--- src/hw/rtl/rhc_pkg.sv ---
// shared types, constants and arithmetic helpers of the rgb/hsl color converter
`default_nettype none

package rhc_pkg;

   localparam int CHANNEL_BITS = 8;
   localparam int FRAC_BITS    = 16;
   localparam int DIV_W        = 12;
   localparam int DIV_STAGES   = 8;
   localparam int BACK_STAGES  = 7;

   localparam logic [1:0] OP_TO_HSL = 2'd0;
   localparam logic [1:0] OP_TO_RGB = 2'd1;
   localparam logic [1:0] OP_SCALE  = 2'd2;
   localparam logic [1:0] OP_NONE   = 2'd3;

   localparam logic [17:0] T_HALF_TURN  = 18'd32768;
   localparam logic [17:0] T_ONE_HALF   = 18'd98304;
   localparam logic [17:0] T_TWO_TURN   = 18'd131072;
   localparam logic [17:0] T_THREE_TURN = 18'd196608;

   typedef struct packed {
      logic [1:0]         op;
      logic [7:0]         red;
      logic [7:0]         green;
      logic [7:0]         blue;
      logic [15:0]        hue;
      logic [15:0]        saturation;
      logic [15:0]        lightness;
      logic signed [15:0] dim_factor;
   } req_type;

   typedef struct packed {
      logic [7:0]  out_red;
      logic [7:0]  out_green;
      logic [7:0]  out_blue;
      logic [15:0] out_hue;
      logic [15:0] out_saturation;
      logic [15:0] out_lightness;
   } rsp_type;

   typedef struct packed {
      logic [1:0]         op;
      logic [15:0]        hue;
      logic [15:0]        saturation;
      logic [15:0]        lightness;
      logic signed [15:0] dim_factor;
      logic [15:0]        light_calc;
      logic               d_zero;
   } carry_type;

   typedef struct packed {
      logic [DIV_W-1:0] divisor;
      logic [DIV_W-1:0] rem;
      logic [15:0]      low;
      logic [15:0]      quo;
   } lane_type;

   typedef struct packed {
      carry_type carry;
      lane_type  lane_s;
      lane_type  lane_h;
   } div_type;

   function automatic lane_type div_step(input lane_type x);
      lane_type       y;
      logic [DIV_W:0] t;
      y = x;
      t = {x.rem, x.low[15]};
      y.low = {x.low[14:0], 1'b0};
      if (t >= {1'b0, x.divisor}) begin
         y.rem = DIV_W'(t - {1'b0, x.divisor});
         y.quo = {x.quo[14:0], 1'b1};
      end else begin
         y.rem = t[DIV_W-1:0];
         y.quo = {x.quo[14:0], 1'b0};
      end
      return y;
   endfunction

   function automatic logic [16:0] chan_factor(input logic [17:0] t);
      logic [17:0] dd;
      logic [16:0] f;
      dd = T_TWO_TURN - t;
      priority if (t < T_HALF_TURN) begin
         f = {t[15:0], 1'b0};
      end else if (t < T_ONE_HALF) begin
         f = 17'd65536;
      end else if (t < T_TWO_TURN) begin
         f = {dd[15:0], 1'b0};
      end else begin
         f = '0;
      end
      return f;
   endfunction

   function automatic logic [7:0] div257(input logic [15:0] w);
      logic [7:0]  c0;
      logic [15:0] chk;
      c0  = w[15:8];
      chk = {c0, 8'd0} + 16'(c0);
      return (chk > w) ? c0 - 8'd1 : c0;
   endfunction

endpackage

`default_nettype wire

--- src/hw/rtl/rhc_div_pipe.sv ---
// pipelined restoring dividers for saturation and hue, two quotient bits per stage
`default_nettype none

module rhc_div_pipe (
   input  wire logic            clock,
   input  wire logic            reset,
   input  wire logic            in_valid,
   output logic                 in_ready,
   input  wire rhc_pkg::div_type in_data,
   output logic                 out_valid,
   input  wire logic            out_ready,
   output rhc_pkg::div_type     out_data
);

   localparam int N = rhc_pkg::DIV_STAGES;

   rhc_pkg::div_type st_ff [N];
   rhc_pkg::div_type st_in [N];
   rhc_pkg::div_type src   [N];
   logic [N-1:0]     v_ff, rdy, up_valid;

   genvar k;
   generate
      for (k = 0; k < N; k++) begin : g_stage
         if (k == 0) begin : g_first
            assign src[k]      = in_data;
            assign up_valid[k] = in_valid;
         end else begin : g_next
            assign src[k]      = st_ff[k-1];
            assign up_valid[k] = v_ff[k-1];
         end
         if (k == N - 1) begin : g_last
            assign rdy[k] = !v_ff[k] || out_ready;
         end else begin : g_mid
            assign rdy[k] = !v_ff[k] || rdy[k+1];
         end

         always_comb begin
            st_in[k] = src[k];
            st_in[k].lane_s = rhc_pkg::div_step(rhc_pkg::div_step(src[k].lane_s));
            st_in[k].lane_h = rhc_pkg::div_step(rhc_pkg::div_step(src[k].lane_h));
         end

         always_ff @(posedge clock) begin
            if (reset) begin
               v_ff[k] <= 1'b0;
            end else if (rdy[k]) begin
               v_ff[k] <= up_valid[k];
            end
         end

         always_ff @(posedge clock) begin
            if (rdy[k]) begin
               st_ff[k] <= st_in[k];
            end
         end
      end
   endgenerate

   assign in_ready  = rdy[0];
   assign out_valid = v_ff[N-1];
   assign out_data  = st_ff[N-1];

endmodule

`default_nettype wire

--- config.mk ---
export PLATFORM = sky130hd
export DESIGN_NAME = rhc_div_pipe
export DESIGN_NICKNAME = d
export VERILOG_FILES = /design/src/hw/rtl/rhc_pkg.sv /design/src/hw/rtl/rhc_div_pipe.sv
export SDC_FILE = /design/constraint.sdc
export NUM_CORES = 2
export LEC_CHECK = 0
export ABC_AREA = 1
export BUFFER_PORTS_ARGS = -buffer_cell sky130_fd_sc_hd__buf_2
export CORE_MARGIN = 4
export CORE_UTILIZATION = 60
export CTS_CLUSTER_DIAMETER = 200
export DETAILED_ROUTE_END_ITERATION = 8
export PLACE_DENSITY = 0.87
export SYNTH_ARGS = -nofsm -noshare
export SYNTH_HDL_FRONTEND = slang
export SYNTH_SLANG_ARGS = --single-unit
--- constraint.sdc ---
create_clock -name clock -period 36.9 [get_ports clock]
set_input_delay 5.535 -clock clock [delete_from_list [all_inputs] [get_ports clock]]
set_output_delay 5.535 -clock clock [all_outputs]
set_load 0.01 [all_outputs]
Word-level counts from Yosys, hierarchy flattened

Memories as Yosys holds them, arrays and structs flattened.
Index checks and enable logic that the tools add are counted.

Logic and storage cells: 169
Register bits: 8
Input bits: 199
Memories: 1
Bits in latches: 0
Bits in writable memories: 1528
ROM bits: 0
Output and inout bits: 197

Reduce and logical (&&, ||, !) cells: 16
Add/subtract/negate cells: 32
Equal/unequal tests: 0
Shift operators: 0
Muxes and demuxes: 80
Bitwise logic cells: 0
Multiply operators: 0
Order comparisons: 32
Divide/modulo/power cells: 0

Memory list:

| name  | words | width | rd ports | clocked after memory_dff | write ports | RTL line           | text |
|---|---|---|---|---|---|---|---|
| st_ff | 8     | 191   | 8        | 0                        | 8           | rhc_div_pipe.sv:17 | `rhc_pkg::div_type st_ff [N];` |

Operators with widths:

| cell               | number |
|---|---|
| $ge A13 B12 Y1     | 32 |
| $mux W12           | 32 |
| $sub A12 B12 Y12   | 32 |
| $mux W1            | 48 |
| $logic_not A1 Y1   | 8 |
| $logic_or A1 B1 Y1 | 8 |

Logic depth before layout (Yosys ltp)

Depth after elaboration: 11
Gate-level depth with buffers: 26
Gate-level depth less buffers: 25

Worst setup path before layout

OpenSTA, ideal clock, no wires.

Path type: input to output
From: in out_ready
To: out in_ready
Slack: 10.708 ns
Arrival: 20.657 ns
Data required time: 31.365 ns
Path buffers: 0
Stages on the path: 8
Cells stage by stage: nor2_1 -> nand2_1 -> nor2_1 -> nand2_1 -> nor2_1 -> nand2_1 -> nor2_1 -> nand2_1

Longest elaborated chain between the ends: 8

RTL lines:

| item                             | RTL line           | text |
|---|---|---|
| start, declared                  | rhc_div_pipe.sv:11 | `input wire logic out_ready,` |
| $logic_or A1 B1 Y1               | rhc_div_pipe.sv:33 | `assign rdy[k] = !v_ff[k] \|\| out_ready;` |
| $logic_or A1 B1 Y1               | rhc_div_pipe.sv:35 | `assign rdy[k] = !v_ff[k] \|\| rdy[k+1];` |
| via rdy[6]                       | rhc_div_pipe.sv:20 | `logic [N-1:0] v_ff, rdy, up_valid;` |
| $logic_or A1 B1 Y1 (2 in series) | rhc_div_pipe.sv:35 |  |
| via rdy[4]                       | rhc_div_pipe.sv:20 |  |
| $logic_or A1 B1 Y1 (2 in series) | rhc_div_pipe.sv:35 |  |
| via rdy[2]                       | rhc_div_pipe.sv:20 |  |
| $logic_or A1 B1 Y1 (2 in series) | rhc_div_pipe.sv:35 |  |
| end, declared                    | rhc_div_pipe.sv:8  | `output logic in_ready,` |

The timed path passes the listed nets, and every way through them passes these cells.

Worst setup path after layout

Same ends and word-level chain as after synthesis.

==> results.md <==
* Leakage Power at 34.0 nW
* Required time of the critical path at 31.36 ns
* Crit. End Element: primary output
* Max Clock Freq at 0.0638 GHz
* Largest family of logic cells by synthesized area: simple AND/OR/NAND/NOR gates
* Comb pwr share at 51.1%
* # setup viols final at 0
* Die span in x at 341 µm
* Post-synth ARST share at 0%
* Layout cells sized above 1 at 11.3%
* Placed cell areas at 69600 µm²
* Vias in the first global route at 46400
* Commonest cells post-synth: nand2_1 (1884), edfxtp_1 (1304), inv_1 (853)
* Critical Path End: in_ready
* Port-buffer cells at 331
* Initial antenna violation count at 13
* RR Startpoint: out_valid$_SDFFE_PP0P_
* Switching Fraction at 43.3%
* Routed len/inst at 19.3 µm
* Max-cap viol count at 0
* Count of pins over their slew limit at 0
* FF-to-FF path depth at 11
* Synth cell types at 45
* Cell count after synthesis at 6381
* Clk pwr share at 18.5%
* Status: finished with violations
* DP Wirelength at 113 mm
* Area contributors post-synth: edfxtp_1 (59%), nand2_1 (11%), ha_1 (7.2%)
* Final min period at 15.66 ns
* Hold Path Class: reg -> reg
* Die area at 116000 µm²
* Syn. warnings at 0
* Synth Flop Type: edfxtp_1
* Worst hold start: st_ff[0][310]$_DFFE_PP_
* I/O Pins at 396
* # rows at 121
* Final setup skew at 0.0473 ns
* Mux cell area share after synthesis at 0%
* Post-CTS setup buffer count at 0
* Clk sink count at 1312
* Vias/cell at 5.49
* Number of synthesized flops with an enable pin at 1304
* Vias at 46000
* # nets final at 7408
* Critical Path Start Type: input pin
* XOR/XNOR Fraction of Synth Area at 2.83%
* Total routed wirelength at 162 mm
* Post-Synth Simple-Gate Area at 20.7%
* Final worst-path cycle share at 42.4%
* Slew HR at 34.4%
* Failing checks: DRC
* Starting DRC count in detailed routing at 3827
* Critical-path cell list: buf_2 > nor2_1 > nand2_4 > nor2_1 > nand2_4 > nor2_1 > nand2_4 > nor2_1 > nand2_4 > buf_2
* H-tree level count at 4
* Crit-path max cell delay at 0.61 ns
* Worst EP arrival at 10.13 ns
* Internal at 4.08 mW
* Stages on the worst setup path at 10
* Buf/Inv on CP at 2
* CTS root buffer: clkbuf_16
* Worst Setup Path Type: in -> out
* Pwr Total at 7.20 mW
* CTS resizes at 0
* Switch Pwr at 3.12 mW
* DRC viols at 5
* R2R setup slack at 30.94 ns
* Netlist Area Pre-Place at 66600 µm²
* DRT Pass-1 Iters at 9
* Worst slew pin tran at 0.984 ns
* Crit-path max FO at 51
* Yosys reg bits at 1312
* Compound-Gate Fraction of Synth Area at 2.96%
* Die Y at 341 µm
* Clk_lat worst skew at 0.76 ns
* PD cells at 97.4 nW/µm²
* Flop pwr share at 30.4%
* Seq/Total Area, Yosys at 59.0%
* Share of the synthesized area in the top cell type at 58.8%
* GRT Residual Overflow at 0
* WHS Path Cells at 0
* Synth area leader: edfxtp_1
* Overall routing resource usage at 27.7%
* Worst Setup Slack, final at 21.24 ns
* GP Congestion at 0.935
* Global-route wire length before repair at 251 mm
* Core ar. at 109000 µm²
* ANT nets after route at 0
* Syn-to-layout area delta at 10.9%
* Final core utilization at 67.5%
* Sequential standard cell area at 39300 µm²
* CTS buffer count at 130
* Hold buffers post-CTS at 0
* Synth Area in Adders at 8.18%
* Hold Vio Cnt, Final at 0
* Largest net degree at the start of global routing at 129
* Design area at 73900 µm²
* Worst Setup SP: out_ready
* TritonCTS clock tree: yes
* Initial Utilization at 60.8%
* Crit path max-delay cell type: nor2_1
* Fillers at 8097
* RSZ-0062 raised after global routing: false
* Setup_tns at 0 ns
* Reg clk slew, reported paths at 0.07 ns
* Placement Setup Slack at 21.14 ns
* FF-to-FF End: st_ff[0][313]$_DFFE_PP_
* Count leader, synth: nand2_1
* Top delay family on crit path: simple AND/OR/NAND/NOR gates
* CTS Buffer Depth at 3
* Multi-input gate area at 23300 µm²
* Maximum vdd drop at 0.0000555 V
* Mapped Avg Cell Area at 10.4 µm²
[placed cells by master (no fill, tap or decap), types with 10 or more instances in the layout]
cell	n
nand2_4	10
nor2_2	21
or2_2	13
clkbuf_1	29
xnor2_1	118
a21oi_1	157
clkinv_1	19
nand3_1	506
nand3_2	69
buf_4	19
nor2_4	16
o21bai_1	17
bufinv_16	10
a31oi_1	19
o21ai_0	28
edfxtp_1	1304
a21o_1	25
inv_2	22
inv_1	849
xor2_1	97
fa_1	32
conb_1	32
o21ai_2	13
nand3_4	10
clkinv_2	15
nand3b_1	35
nand4_1	109
nor2_1	381
clkbuf_16	132
nor3_1	22
nand2_1	1880
o21ai_1	61
nand2_2	32
ha_1	384
buf_2	331
[worst min-delay path by stage]
| stage | to | slack, ns |
|---|---|---|
| floorplan | st_ff[0][193]$_DFFE_PP_ | 0.40 |
| global placement | st_ff[0][544]$_DFFE_PP_ | 0.40 |
| detailed placement | st_ff[0][214]$_DFFE_PP_ | 0.40 |
| CTS | st_ff[1][728]$_DFFE_PP_ | 0.39 |
| global route | st_ff[0][194]$_DFFE_PP_ | 0.41 |
| finish | st_ff[0][501]$_DFFE_PP_ | 0.40 |
[final cells by class]
class                           instances  share of cell area, %
Sequential cell                      1312                   53.2
Multi-Input combinational cell       4119                   31.5
Clock buffer                          161                   4.62
Inverter                              879                   4.51
Tap cell                             1476                   2.50
Timing Repair Buffer                  351                   2.46
Clock inverter                         71                   1.19
Antenna cell                            8                 0.0271
[stage by stage]
stage / instances / hold WS, ns
2_1_floorplan: 6412 / 0.400
3_3_place_gp: 8137 / 0.400
3_5_place_dp: 8137 / 0.405
4_1_cts: 8369 / 0.392
5_1_grt: 8375 / 0.408
6_report: 8377 / 0.401
[per-layer routing]
metal	vias up	global-route usage (%)	share of wire (%)
li1	22100	-	-
met1	21400	33.5	39
met2	1909	49.2	50
met3	539	4.10	6.0
met4	4	13.0	5.2
met5	-	0	0.016
[logic make-up (layout without fill, tap and decap cells)]
logic type | count (synthesis) | in the layout
buffers and inverters | 981 | 1462
XOR/XNOR | 215 | 215
AND/OR/NAND/NOR | 3120 | 3120
AO/OA/AOI/OAI | 336 | 336
adder cells (fa/ha/maj) | 416 | 416
flip-flops | 1312 | 1312
other | 1 | 40
[power by group through the flow]
stage	Combinational [mW]	Sequential, mW	Clock, mW
final	3.68	2.19	1.33
after global routing	4.13	2.21	1.42
after CTS	3.62	2.19	1.35
after detailed placement	3.55	2.21	0
after global placement	3.47	2.20	0
after floorplan	2.86	2.17	0
[sequential cells by signal (all words and copies together) (netlist names)]
signal and cells:
up_valid 7, st_ff 1304, out_valid 1
Power figures use the tool's default switching activity.
