File: src/hw/rtl/rhc_pkg.sv
// shared types, constants and arithmetic helpers of the rgb/hsl color converter
`default_nettype none

package rhc_pkg;

   localparam int CHANNEL_BITS = 8;
   localparam int FRAC_BITS    = 16;
   localparam int DIV_W        = 12;
   localparam int DIV_STAGES   = 8;
   localparam int BACK_STAGES  = 7;

   localparam logic [1:0] OP_TO_HSL = 2'd0;
   localparam logic [1:0] OP_TO_RGB = 2'd1;
   localparam logic [1:0] OP_SCALE  = 2'd2;
   localparam logic [1:0] OP_NONE   = 2'd3;

   localparam logic [17:0] T_HALF_TURN  = 18'd32768;
   localparam logic [17:0] T_ONE_HALF   = 18'd98304;
   localparam logic [17:0] T_TWO_TURN   = 18'd131072;
   localparam logic [17:0] T_THREE_TURN = 18'd196608;

   typedef struct packed {
      logic [1:0]         op;
      logic [7:0]         red;
      logic [7:0]         green;
      logic [7:0]         blue;
      logic [15:0]        hue;
      logic [15:0]        saturation;
      logic [15:0]        lightness;
      logic signed [15:0] dim_factor;
   } req_type;

   typedef struct packed {
      logic [7:0]  out_red;
      logic [7:0]  out_green;
      logic [7:0]  out_blue;
      logic [15:0] out_hue;
      logic [15:0] out_saturation;
      logic [15:0] out_lightness;
   } rsp_type;

   typedef struct packed {
      logic [1:0]         op;
      logic [15:0]        hue;
      logic [15:0]        saturation;
      logic [15:0]        lightness;
      logic signed [15:0] dim_factor;
      logic [15:0]        light_calc;
      logic               d_zero;
   } carry_type;

   typedef struct packed {
      logic [DIV_W-1:0] divisor;
      logic [DIV_W-1:0] rem;
      logic [15:0]      low;
      logic [15:0]      quo;
   } lane_type;

   typedef struct packed {
      carry_type carry;
      lane_type  lane_s;
      lane_type  lane_h;
   } div_type;

   function automatic lane_type div_step(input lane_type x);
      lane_type       y;
      logic [DIV_W:0] t;
      y = x;
      t = {x.rem, x.low[15]};
      y.low = {x.low[14:0], 1'b0};
      if (t >= {1'b0, x.divisor}) begin
         y.rem = DIV_W'(t - {1'b0, x.divisor});
         y.quo = {x.quo[14:0], 1'b1};
      end else begin
         y.rem = t[DIV_W-1:0];
         y.quo = {x.quo[14:0], 1'b0};
      end
      return y;
   endfunction

   function automatic logic [16:0] chan_factor(input logic [17:0] t);
      logic [17:0] dd;
      logic [16:0] f;
      dd = T_TWO_TURN - t;
      priority if (t < T_HALF_TURN) begin
         f = {t[15:0], 1'b0};
      end else if (t < T_ONE_HALF) begin
         f = 17'd65536;
      end else if (t < T_TWO_TURN) begin
         f = {dd[15:0], 1'b0};
      end else begin
         f = '0;
      end
      return f;
   endfunction

   function automatic logic [7:0] div257(input logic [15:0] w);
      logic [7:0]  c0;
      logic [15:0] chk;
      c0  = w[15:8];
      chk = {c0, 8'd0} + 16'(c0);
      return (chk > w) ? c0 - 8'd1 : c0;
   endfunction

endpackage

`default_nettype wire

File: src/hw/rtl/rhc_rgb_back.sv
// back end: lightness scaling, hsl to rgb pipeline and result formatting
`default_nettype none

module rhc_rgb_back (
   input  wire logic            clock,
   input  wire logic            reset,
   input  wire logic            in_valid,
   output logic                 in_ready,
   input  wire rhc_pkg::div_type in_data,
   output logic                 out_valid,
   input  wire logic            out_ready,
   output rhc_pkg::rsp_type     out_data
);

   localparam int N = rhc_pkg::BACK_STAGES;

   logic [N-1:0] v_ff, rdy;

   // stage 1
   logic [15:0] hue_c, sat_c;
   logic [1:0]  op1_ff;
   logic [15:0] h1_ff, s1_ff, l1_ff, hh1_ff, hs1_ff, hl1_ff;
   logic        neg1_ff;
   logic [30:0] prod1_ff;
   logic [15:0] h1_in, s1_in, l1_in;
   // stage 2
   logic [1:0]         op2_ff;
   logic [15:0]        s2_ff, l2_ff, hh2_ff, hs2_ff, hl2_ff, l2_in;
   logic [17:0]        h3, tr2_ff, tg2_ff;
   logic signed [18:0] tb2_ff;
   // stage 3
   logic [1:0]  op3_ff;
   logic [15:0] s3_ff, l3_ff, hh3_ff, hs3_ff, hl3_ff;
   logic [31:0] ls3_ff;
   logic        low3_ff;
   logic [17:0] tr3_ff, tg3_ff, tb3_ff, tr3_in, tb3_in;
   logic signed [18:0] tb_w;
   // stage 4
   logic [1:0]  op4_ff;
   logic [15:0] q4_ff, l4_ff, hh4_ff, hs4_ff, hl4_ff;
   logic [17:0] tr4_ff, tg4_ff, tb4_ff;
   logic [16:0] y, kk, fl, rm, ce, q4_in;
   // stage 5
   logic [1:0]  op5_ff;
   logic [15:0] p5_ff, qp5_ff, hh5_ff, hs5_ff, hl5_ff;
   logic [16:0] mr5_ff, mg5_ff, mb5_ff, p_w;
   // stage 6
   logic [1:0]  op6_ff;
   logic [15:0] p6_ff, hh6_ff, hs6_ff, hl6_ff;
   logic [32:0] pr6_ff, pg6_ff, pb6_ff;
   // stage 7
   rhc_pkg::rsp_type res_ff, res_in;
   logic [16:0] wr, wg, wb;

   always_comb begin
      rdy[N-1] = !v_ff[N-1] || out_ready;
      for (int i = N - 2; i >= 0; i--) begin
         rdy[i] = !v_ff[i] || rdy[i+1];
      end
   end

   always_ff @(posedge clock) begin
      if (reset) begin
         v_ff <= '0;
      end else begin
         if (rdy[0]) begin
            v_ff[0] <= in_valid;
         end
         for (int i = 1; i < N; i++) begin
            if (rdy[i]) begin
               v_ff[i] <= v_ff[i-1];
            end
         end
      end
   end

   always_comb begin
      hue_c = in_data.carry.d_zero ? 16'd0 : in_data.lane_h.quo;
      sat_c = in_data.carry.d_zero ? 16'd0 : in_data.lane_s.quo;
      if (in_data.carry.op == rhc_pkg::OP_TO_RGB) begin
         h1_in = in_data.carry.hue;
         s1_in = in_data.carry.saturation;
         l1_in = in_data.carry.lightness;
      end else begin
         h1_in = hue_c;
         s1_in = sat_c;
         l1_in = in_data.carry.light_calc;
      end
   end

   always_ff @(posedge clock) begin
      if (rdy[0]) begin
         op1_ff   <= in_data.carry.op;
         h1_ff    <= h1_in;
         s1_ff    <= s1_in;
         l1_ff    <= l1_in;
         hh1_ff   <= hue_c;
         hs1_ff   <= sat_c;
         hl1_ff   <= in_data.carry.light_calc;
         neg1_ff  <= in_data.carry.dim_factor[15];
         prod1_ff <= 31'(in_data.carry.light_calc) * 31'(in_data.carry.dim_factor[14:0]);
      end
   end

   always_comb begin
      if (op1_ff == rhc_pkg::OP_SCALE && !neg1_ff) begin
         l2_in = prod1_ff[30] ? 16'hFFFF : prod1_ff[29:14];
      end else begin
         l2_in = l1_ff;
      end
      h3 = ({2'b00, h1_ff} << 1) + {2'b00, h1_ff};
   end

   always_ff @(posedge clock) begin
      if (rdy[1]) begin
         op2_ff <= op1_ff;
         s2_ff  <= s1_ff;
         l2_ff  <= l2_in;
         hh2_ff <= hh1_ff;
         hs2_ff <= hs1_ff;
         hl2_ff <= hl1_ff;
         tr2_ff <= h3 + 18'd65536;
         tg2_ff <= h3;
         tb2_ff <= signed'({1'b0, h3}) - 19'sd65536;
      end
   end

   always_comb begin
      tr3_in = (tr2_ff > rhc_pkg::T_THREE_TURN) ? tr2_ff - rhc_pkg::T_THREE_TURN : tr2_ff;
      tb_w   = (tb2_ff < 19'sd0) ? tb2_ff + 19'sd196608 : tb2_ff;
      tb3_in = tb_w[17:0];
   end

   always_ff @(posedge clock) begin
      if (rdy[2]) begin
         op3_ff  <= op2_ff;
         s3_ff   <= s2_ff;
         l3_ff   <= l2_ff;
         ls3_ff  <= 32'(l2_ff) * 32'(s2_ff);
         low3_ff <= !l2_ff[15];
         tr3_ff  <= tr3_in;
         tg3_ff  <= tg2_ff;
         tb3_ff  <= tb3_in;
         hh3_ff  <= hh2_ff;
         hs3_ff  <= hs2_ff;
         hl3_ff  <= hl2_ff;
      end
   end

   // ls / 65535 as high half plus low half, then at most two corrections
   always_comb begin
      y = 17'(ls3_ff[31:16]) + 17'(ls3_ff[15:0]);
      priority if (y >= 17'd131070) begin
         kk = 17'd2;
         rm = y - 17'd131070;
      end else if (y >= 17'd65535) begin
         kk = 17'd1;
         rm = y - 17'd65535;
      end else begin
         kk = 17'd0;
         rm = y;
      end
      fl = 17'(ls3_ff[31:16]) + kk;
      ce = fl + ((rm != 17'd0) ? 17'd1 : 17'd0);
      q4_in = low3_ff ? 17'(l3_ff) + fl : 17'(l3_ff) + 17'(s3_ff) - ce;
   end

   always_ff @(posedge clock) begin
      if (rdy[3]) begin
         op4_ff <= op3_ff;
         q4_ff  <= q4_in[15:0];
         l4_ff  <= l3_ff;
         tr4_ff <= tr3_ff;
         tg4_ff <= tg3_ff;
         tb4_ff <= tb3_ff;
         hh4_ff <= hh3_ff;
         hs4_ff <= hs3_ff;
         hl4_ff <= hl3_ff;
      end
   end

   assign p_w = {l4_ff, 1'b0} - 17'(q4_ff);

   always_ff @(posedge clock) begin
      if (rdy[4]) begin
         op5_ff <= op4_ff;
         p5_ff  <= p_w[15:0];
         qp5_ff <= q4_ff - p_w[15:0];
         mr5_ff <= rhc_pkg::chan_factor(tr4_ff);
         mg5_ff <= rhc_pkg::chan_factor(tg4_ff);
         mb5_ff <= rhc_pkg::chan_factor(tb4_ff);
         hh5_ff <= hh4_ff;
         hs5_ff <= hs4_ff;
         hl5_ff <= hl4_ff;
      end
   end

   always_ff @(posedge clock) begin
      if (rdy[5]) begin
         op6_ff <= op5_ff;
         p6_ff  <= p5_ff;
         pr6_ff <= 33'(qp5_ff) * 33'(mr5_ff);
         pg6_ff <= 33'(qp5_ff) * 33'(mg5_ff);
         pb6_ff <= 33'(qp5_ff) * 33'(mb5_ff);
         hh6_ff <= hh5_ff;
         hs6_ff <= hs5_ff;
         hl6_ff <= hl5_ff;
      end
   end

   always_comb begin
      wr = 17'(p6_ff) + pr6_ff[32:16];
      wg = 17'(p6_ff) + pg6_ff[32:16];
      wb = 17'(p6_ff) + pb6_ff[32:16];
      res_in = '0;
      unique case (op6_ff)
         rhc_pkg::OP_TO_HSL: begin
            res_in.out_hue        = hh6_ff;
            res_in.out_saturation = hs6_ff;
            res_in.out_lightness  = hl6_ff;
         end
         rhc_pkg::OP_TO_RGB, rhc_pkg::OP_SCALE: begin
            res_in.out_red   = rhc_pkg::div257(wr[15:0]);
            res_in.out_green = rhc_pkg::div257(wg[15:0]);
            res_in.out_blue  = rhc_pkg::div257(wb[15:0]);
         end
         default: begin
            res_in = '0;
         end
      endcase
   end

   always_ff @(posedge clock) begin
      if (rdy[6]) begin
         res_ff <= res_in;
      end
   end

   assign in_ready  = rdy[0];
   assign out_valid = v_ff[N-1];
   assign out_data  = res_ff;

endmodule

`default_nettype wire
File: config.mk
export PLATFORM = sky130hd
export DESIGN_NAME = rhc_rgb_back
export DESIGN_NICKNAME = d
export VERILOG_FILES = /design/src/hw/rtl/rhc_pkg.sv /design/src/hw/rtl/rhc_rgb_back.sv
export SDC_FILE = /design/constraint.sdc
export NUM_CORES = 2
export LEC_CHECK = 0
export ABC_AREA = 1
export BUFFER_PORTS_ARGS = -buffer_cell sky130_fd_sc_hd__buf_2
export CAP_MARGIN = 40
export CORE_MARGIN = 2
export CORE_UTILIZATION = 60
export CTS_CLUSTER_SIZE = 8
export DETAILED_ROUTE_END_ITERATION = 16
export GPL_ROUTABILITY_DRIVEN = 0
export HOLD_SLACK_MARGIN = 0.12
export PLACE_DENSITY = 0.82
export RECOVER_POWER = 50
export SYNTH_ARGS = -nofsm -noshare
export SYNTH_HDL_FRONTEND = slang
export SYNTH_SLANG_ARGS = --single-unit
File: constraint.sdc
create_clock -name clock -period 28.9 [get_ports clock]
set_input_delay 4.335 -clock clock [delete_from_list [all_inputs] [get_ports clock]]
set_output_delay 4.335 -clock clock [all_outputs]
set_load 0.01 [all_outputs]
# --- After elaboration in Yosys (flattened, before gate mapping) ---
# Cells that the tools add are included.
word_totals:
  ff_bits: 945
  in_bits: 199
  word_cells: 173
classes:
  n_addsub: 27
  mul: 5
  n_lt_le_gt_ge: 16
  n_eq_ne: 4
  muxes: 27
  n_reduce_logical: 23
ops:
  columns: ["cell", "n"]
  rows:
  - ["$mux W17", 11]
  - ["$mux W16", 8]
  - ["$mul A16 B17 Y32", 3]
  - ["$add A16 B16 Y16", 5]
  - ["$lt A18 B16 Y1 const B", 3]
  - ["$lt A18 B17 Y1 const B", 3]
  - ["$lt A18 B18 Y1 const B", 3]
  - ["$add A16 B8 Y16", 3]
  - ["$gt A16 B16 Y1", 3]
  - ["$sub A1 B16 Y16 const A", 3]
  - ["$sub A16 B16 Y16", 3]
  - ["$add A18 B17 Y18 const B", 2]
  - ["$mux W18", 2]
  - ["$mul A16 B16 Y32", 1]
  - ["$mul A16 B15 Y31", 1]
  - ["$mux W8", 3]
  - ["$sub A8 B1 Y8 const B", 3]
  - ["$lt A19 B1 Y1 const B", 1]
  - ["$sub A18 B17 Y19 const B", 1]
  - ["$add A17 B16 Y18", 1]
  - ["$gt A18 B18 Y1 const B", 1]
  - ["$sub A18 B18 Y18 const B", 1]
  - ["$add A16 B16 Y17", 1]
  - ["$ge A17 B16 Y1 const B", 1]
  - ["other kinds (15)", 35]

# --- Depth between registers and ports, before layout ---
depth:
  depth_word: 9
  depth_mapped: 45

# --- Worst setup path before layout ---
# Ideal clock, no wire load.
synth_path:
  path_type: "input-to-output"
  startpoint: "input port out_ready"
  endpoint: "output port in_ready"
  t_arrival_ns: 18.701
  required_ns: 24.565
  setup_slack_ns: 5.864
  stages: 12
  path_buffers: 0
  path_cell_list: "nor2_1 > inv_1 > nor2_1 > inv_1 > nor2_1 > inv_1 > nor2_1 > inv_1 > nor2_1 > inv_1 > nor2_1 > nand2_1"
synth_between:
  elab_chain_len: 7
synth_rtl:
  columns: ["item", "line", "rtl"]
  rows:
  - ["start: declaration", "rhc_rgb_back.sv:11", "input wire logic out_ready,"]
  - ["$logic_or A1 B1 Y1", "rhc_rgb_back.sv:56", "rdy[N-1] = !v_ff[N-1] || out_ready;"]
  - ["named net rdy[6]", "rhc_rgb_back.sv:17", "logic [N-1:0] v_ff, rdy;"]
  - ["$logic_or A1 B1 Y1", "rhc_rgb_back.sv:58", "rdy[i] = !v_ff[i] || rdy[i+1];"]
  - ["named net rdy[5]", "rhc_rgb_back.sv:17", null]
  - ["$logic_or A1 B1 Y1", "rhc_rgb_back.sv:58", null]
  - ["named net rdy[4]", "rhc_rgb_back.sv:17", null]
  - ["$logic_or A1 B1 Y1", "rhc_rgb_back.sv:58", null]
  - ["named net rdy[3]", "rhc_rgb_back.sv:17", null]
  - ["$logic_or A1 B1 Y1", "rhc_rgb_back.sv:58", null]
  - ["named net rdy[2]", "rhc_rgb_back.sv:17", null]
  - ["$logic_or A1 B1 Y1 (2 in a row)", "rhc_rgb_back.sv:58", null]
  - ["end: declaration", "rhc_rgb_back.sv:8", "output logic in_ready,"]
# The timed path passes the listed nets, and every way through them passes these cells.

# --- Final worst setup path ---
# Ends and elaborated chain as after synthesis.

==> summary.md <==
| Metric | Value |
|---|---|
| Status | `complete, but fails checks` |
| Failing checks | `max-capacitance violations, max-slew violations` |
| Die ar. | `127000 um^2` |
| Mapped cell area | `74600 um^2` |
| R2r setup slk | `around 21 ns` |
| Instance count on the critical path | `15` |
| Fraction of registers with async set/reset | `0%` |
| Reg2Reg Depth | `15` |
| Compound-Gate Fraction of Synth Area | `about 4.8%` |
| Register area share after synthesis | `between 30% and 40%` |
| Initial core utilization | `slightly above 60%` |
| Multi-input gate area | `42900 um^2` |
| GR Util met2 | `between 50% and 60%` |
| Total CTS buffers | `about 110` |
| Pre-antenna DRT Iters | `12` |
| I/O pin total | `approximately 270` |
| Post-route setup TNS | `0 ns` |
| Reg2Reg Launch Point | `v_ff[6]` |
| Routed WL | `about 190000 um` |
| Initial antenna violation count | `9` |
| Worst min path class | `reg2reg` |
| Worst clock skew | `around 0.066 ns` |
| Fraction of layout cells with a size suffix above 1 | `4.48%` |
| Post-synthesis mux area share | `less than 1%` |
| Area of placed instances | `just under 80000 um^2` |
| Top_reg_cell synth | `edfxtp_1` |
| Worst-path cell chain | `buf_2 > nor2_1 > clkinv_1 > clkbuf_1 > nor2_1 > clkinvlp_2 > nor2_1 > inv_4 > nor2_1 > inv_4 > nor2_1 > inv_6 > nor2_1 > nand2_4 > buf_2` |
| Setup Viol. Count Final | `0` |
| Global route overflow | `0` |
| Worst EP arrival | `~11 ns` |
| Post-synthesis simple-gate area fraction | `12.1%` |
| Final net count | `between 9000 and 10000` |
| Drt first-iter violations | `approximately 5600` |
| Xor-xnor portion of the synthesized cell area | `2.75%` |
| Maximum fanout along the worst path | `73` |
| Largest net degree at the start of global routing | `between 70 and 80` |
| Final Cycle Share | `a little over half` |
| Rel. slew slack | `-124%` |
| P&R area growth vs syn | `7.05%` |
| CP top delay family | `buffers and inverters` |
| Finished layout cell area | `between 70000 and 80000 um^2` |
| Reg clk slew, reported paths | `roughly 0.06 ns` |
| Die Span X | `roughly 360 um` |
| CP Capture Point | `in_ready` |
| Worst path bufs/invs | `8` |
| Vias in the first global route | `between 50000 and 60000` |
| PortBufs | `192` |
| M1 GR Usage | `34.7%` |
| Worst Tran Pin Value | `3.35 ns` |
| Synth cell types | `55` |
| Vias | `~55000` |
| Fin. max-slew vios | `about 240` |
| CTS Hold Bufs | `0` |
| Total of max-cap violations | `6` |
| Reg area | `23400 um^2` |
| CTS Sinks | `approximately 780` |
| CTS resizes | `0` |
| Die Ht | `roughly 360 um` |
| Syn. warnings | `0` |
| TritonCTS clock tree | `built` |
| Per-cell routed wire length | `19.8 um` |
| Slowest stage delay, CP | `1.51 ns` |
| Total GRT Usage | `30.6%` |
| GRT busiest layer | `met2` |
| Setup Fix Bufs, Post-CTS | `0` |
| Worst r2r dst | `s1_ff[4]` |
| Minimum clock period | `15.39 ns` |
| Hold Vio Cnt, Final | `0` |
| Later-pin clock latency in the skew report | `a little over 0.7 ns` |
| Mean Syn Cell Area | `9.51 um^2` |
| Yosys reg bits | `about 800` |
| Max Fclk | `~65 MHz` |
| # DRC | `0` |
| H-tree depth | `3` |
| Post-Synth Adder-Cell Area | `37.0%` |
| RSZ-0062 raised after global routing | `false` |
| Post-synth EDFFs | `approximately 780` |
| First-pass GRT wire length | `a little over 300000 um` |
| Met3 GRT Util | `between 5 and 6%` |
| Row count | `129` |
| Crit-path most repeated cell | `nor2_1` |
| Post-Syn Instances | `7844` |
| Core Footprint | `123000 um^2` |
| Critical path startpoint category | `input pin` |
| Clk buf depth | `3` |
| Filler cells | `8904` |
| Via density per instance | `between 5 and 6` |
| Finished Core Util | `approximately 65%` |
| Req. time, crit path | `between 20 and 25 ns` |
| Post-route antenna net violation count | `0` |
| CP Class | `in2out` |
| CP max-delay cell | `clkinvlp_2` |
| Largest family of logic cells by synthesized area | `adder cells` |
| Post-DP HPWL | `between 100000 and 150000 um` |
| Root buf cell | `clkbuf_16` |
| Crit path capture type | `primary output` |
| Critical Path Start | `out_ready` |
[cells in the mapped netlist, drive strengths merged, types with 13 or more instances]
master  number  area (um^2)
inv       1958         7350
nand2     1807         6820
fa         943        18900
edfxtp     775        23300
ha         696         8710
a21oi      315         1580
clkbuf     239          897
nor2       215          830
o21ai      178          891
xor2       144         1260
nand3      132          696
xnor2       90          788
mux2        49          552
nor3        44          241
o22ai       44          275
nand4       37          231
buf         24          105
a31oi       22          144
o21bai      16          120
nor4        15         93.8
o211ai      14          105
a21o        13         97.6
[per-stage QoR]
stage,instances,hold WS [ns],setup slack (ns)
floorplan,7854,0.400,5.86
global placement,9446,0.401,15.33
detailed placement,9450,0.405,15.60
CTS,9588,0.365,15.56
global route,9593,0.371,12.98
finish,9594,0.362,13.51
[cell families (layout without fill, tap and decap cells)]
kind of cell               Yosys count  after routing
adders and majority gates         1639           1639
AOI/OAI and AO/OA                  650            650
xor gates and xnor gates           234            234
other                                2             18
buffers and inverters             2222           2319
and+or+nand+nor                   2266           2266
muxes                               49             49
DFF                                782            782
[routing by layer]
layer | share of wire [%] | wire [um]
met2 | 49 | 92300
met4 | 8.3 | 15700
met1 | 34 | 64000
met5 | 0.014 | 27
met3 | 9.2 | 17500
[worst min-delay path by stage]
stage / slack [ns] / endpoint / depth (start not counted) / from
2_1_floorplan: 0.40 / hh2_ff[0] / 0 / hh1_ff[0]
3_3_place_gp: 0.40 / hh6_ff[14] / 0 / hh5_ff[14]
3_5_place_dp: 0.40 / hh2_ff[1] / 0 / hh1_ff[1]
4_1_cts: 0.36 / hs5_ff[2] / 0 / hs4_ff[2]
5_1_grt: 0.37 / hs5_ff[2] / 0 / hs4_ff[2]
6_report: 0.36 / p6_ff[5] / 0 / p5_ff[5]
[layout make-up]
cell class | instances | area share, %
diodes | 6 | 0.0188
clock buffers | 128 | 3.48
clock inverters | 10 | 0.279
inverters | 1959 | 9.23
multi-input cells | 4850 | 53.7
flip-flops and latches | 782 | 29.3
well taps | 1637 | 2.57
repair buffers | 222 | 1.43
[sequential cells by signal (all words and copies together) (netlist names), 17 cells and up]
signal    flops
out_data     72
tr2_ff       18
tr3_ff       18
tr4_ff       18
ls3_ff       32
prod1_ff     17
[cells in the final DEF, fill, tap and decap left out, types with 14 or more instances in the layout]
cell type,synthesis,routed
a21oi_1,313,313
a31oi_1,21,21
buf_2,0,146
buf_4,0,23
clkbuf_1,239,71
clkbuf_16,0,108
edfxtp_1,775,775
fa_1,943,943
ha_1,696,696
inv_1,1952,1946
mux2_1,0,34
mux2_2,49,15
nand2_1,1793,1791
nand2_2,13,14
nand3_1,125,125
nand4_1,37,37
nor2_1,206,206
nor3_1,41,42
nor4_1,15,15
o211ai_1,14,14
o21ai_0,172,172
o21bai_1,16,16
o22ai_1,44,44
xnor2_1,90,90
xor2_1,144,144
Power is not shown: default switching activity piles up to over one toggle a cycle in this logic, so the estimate is an artifact.
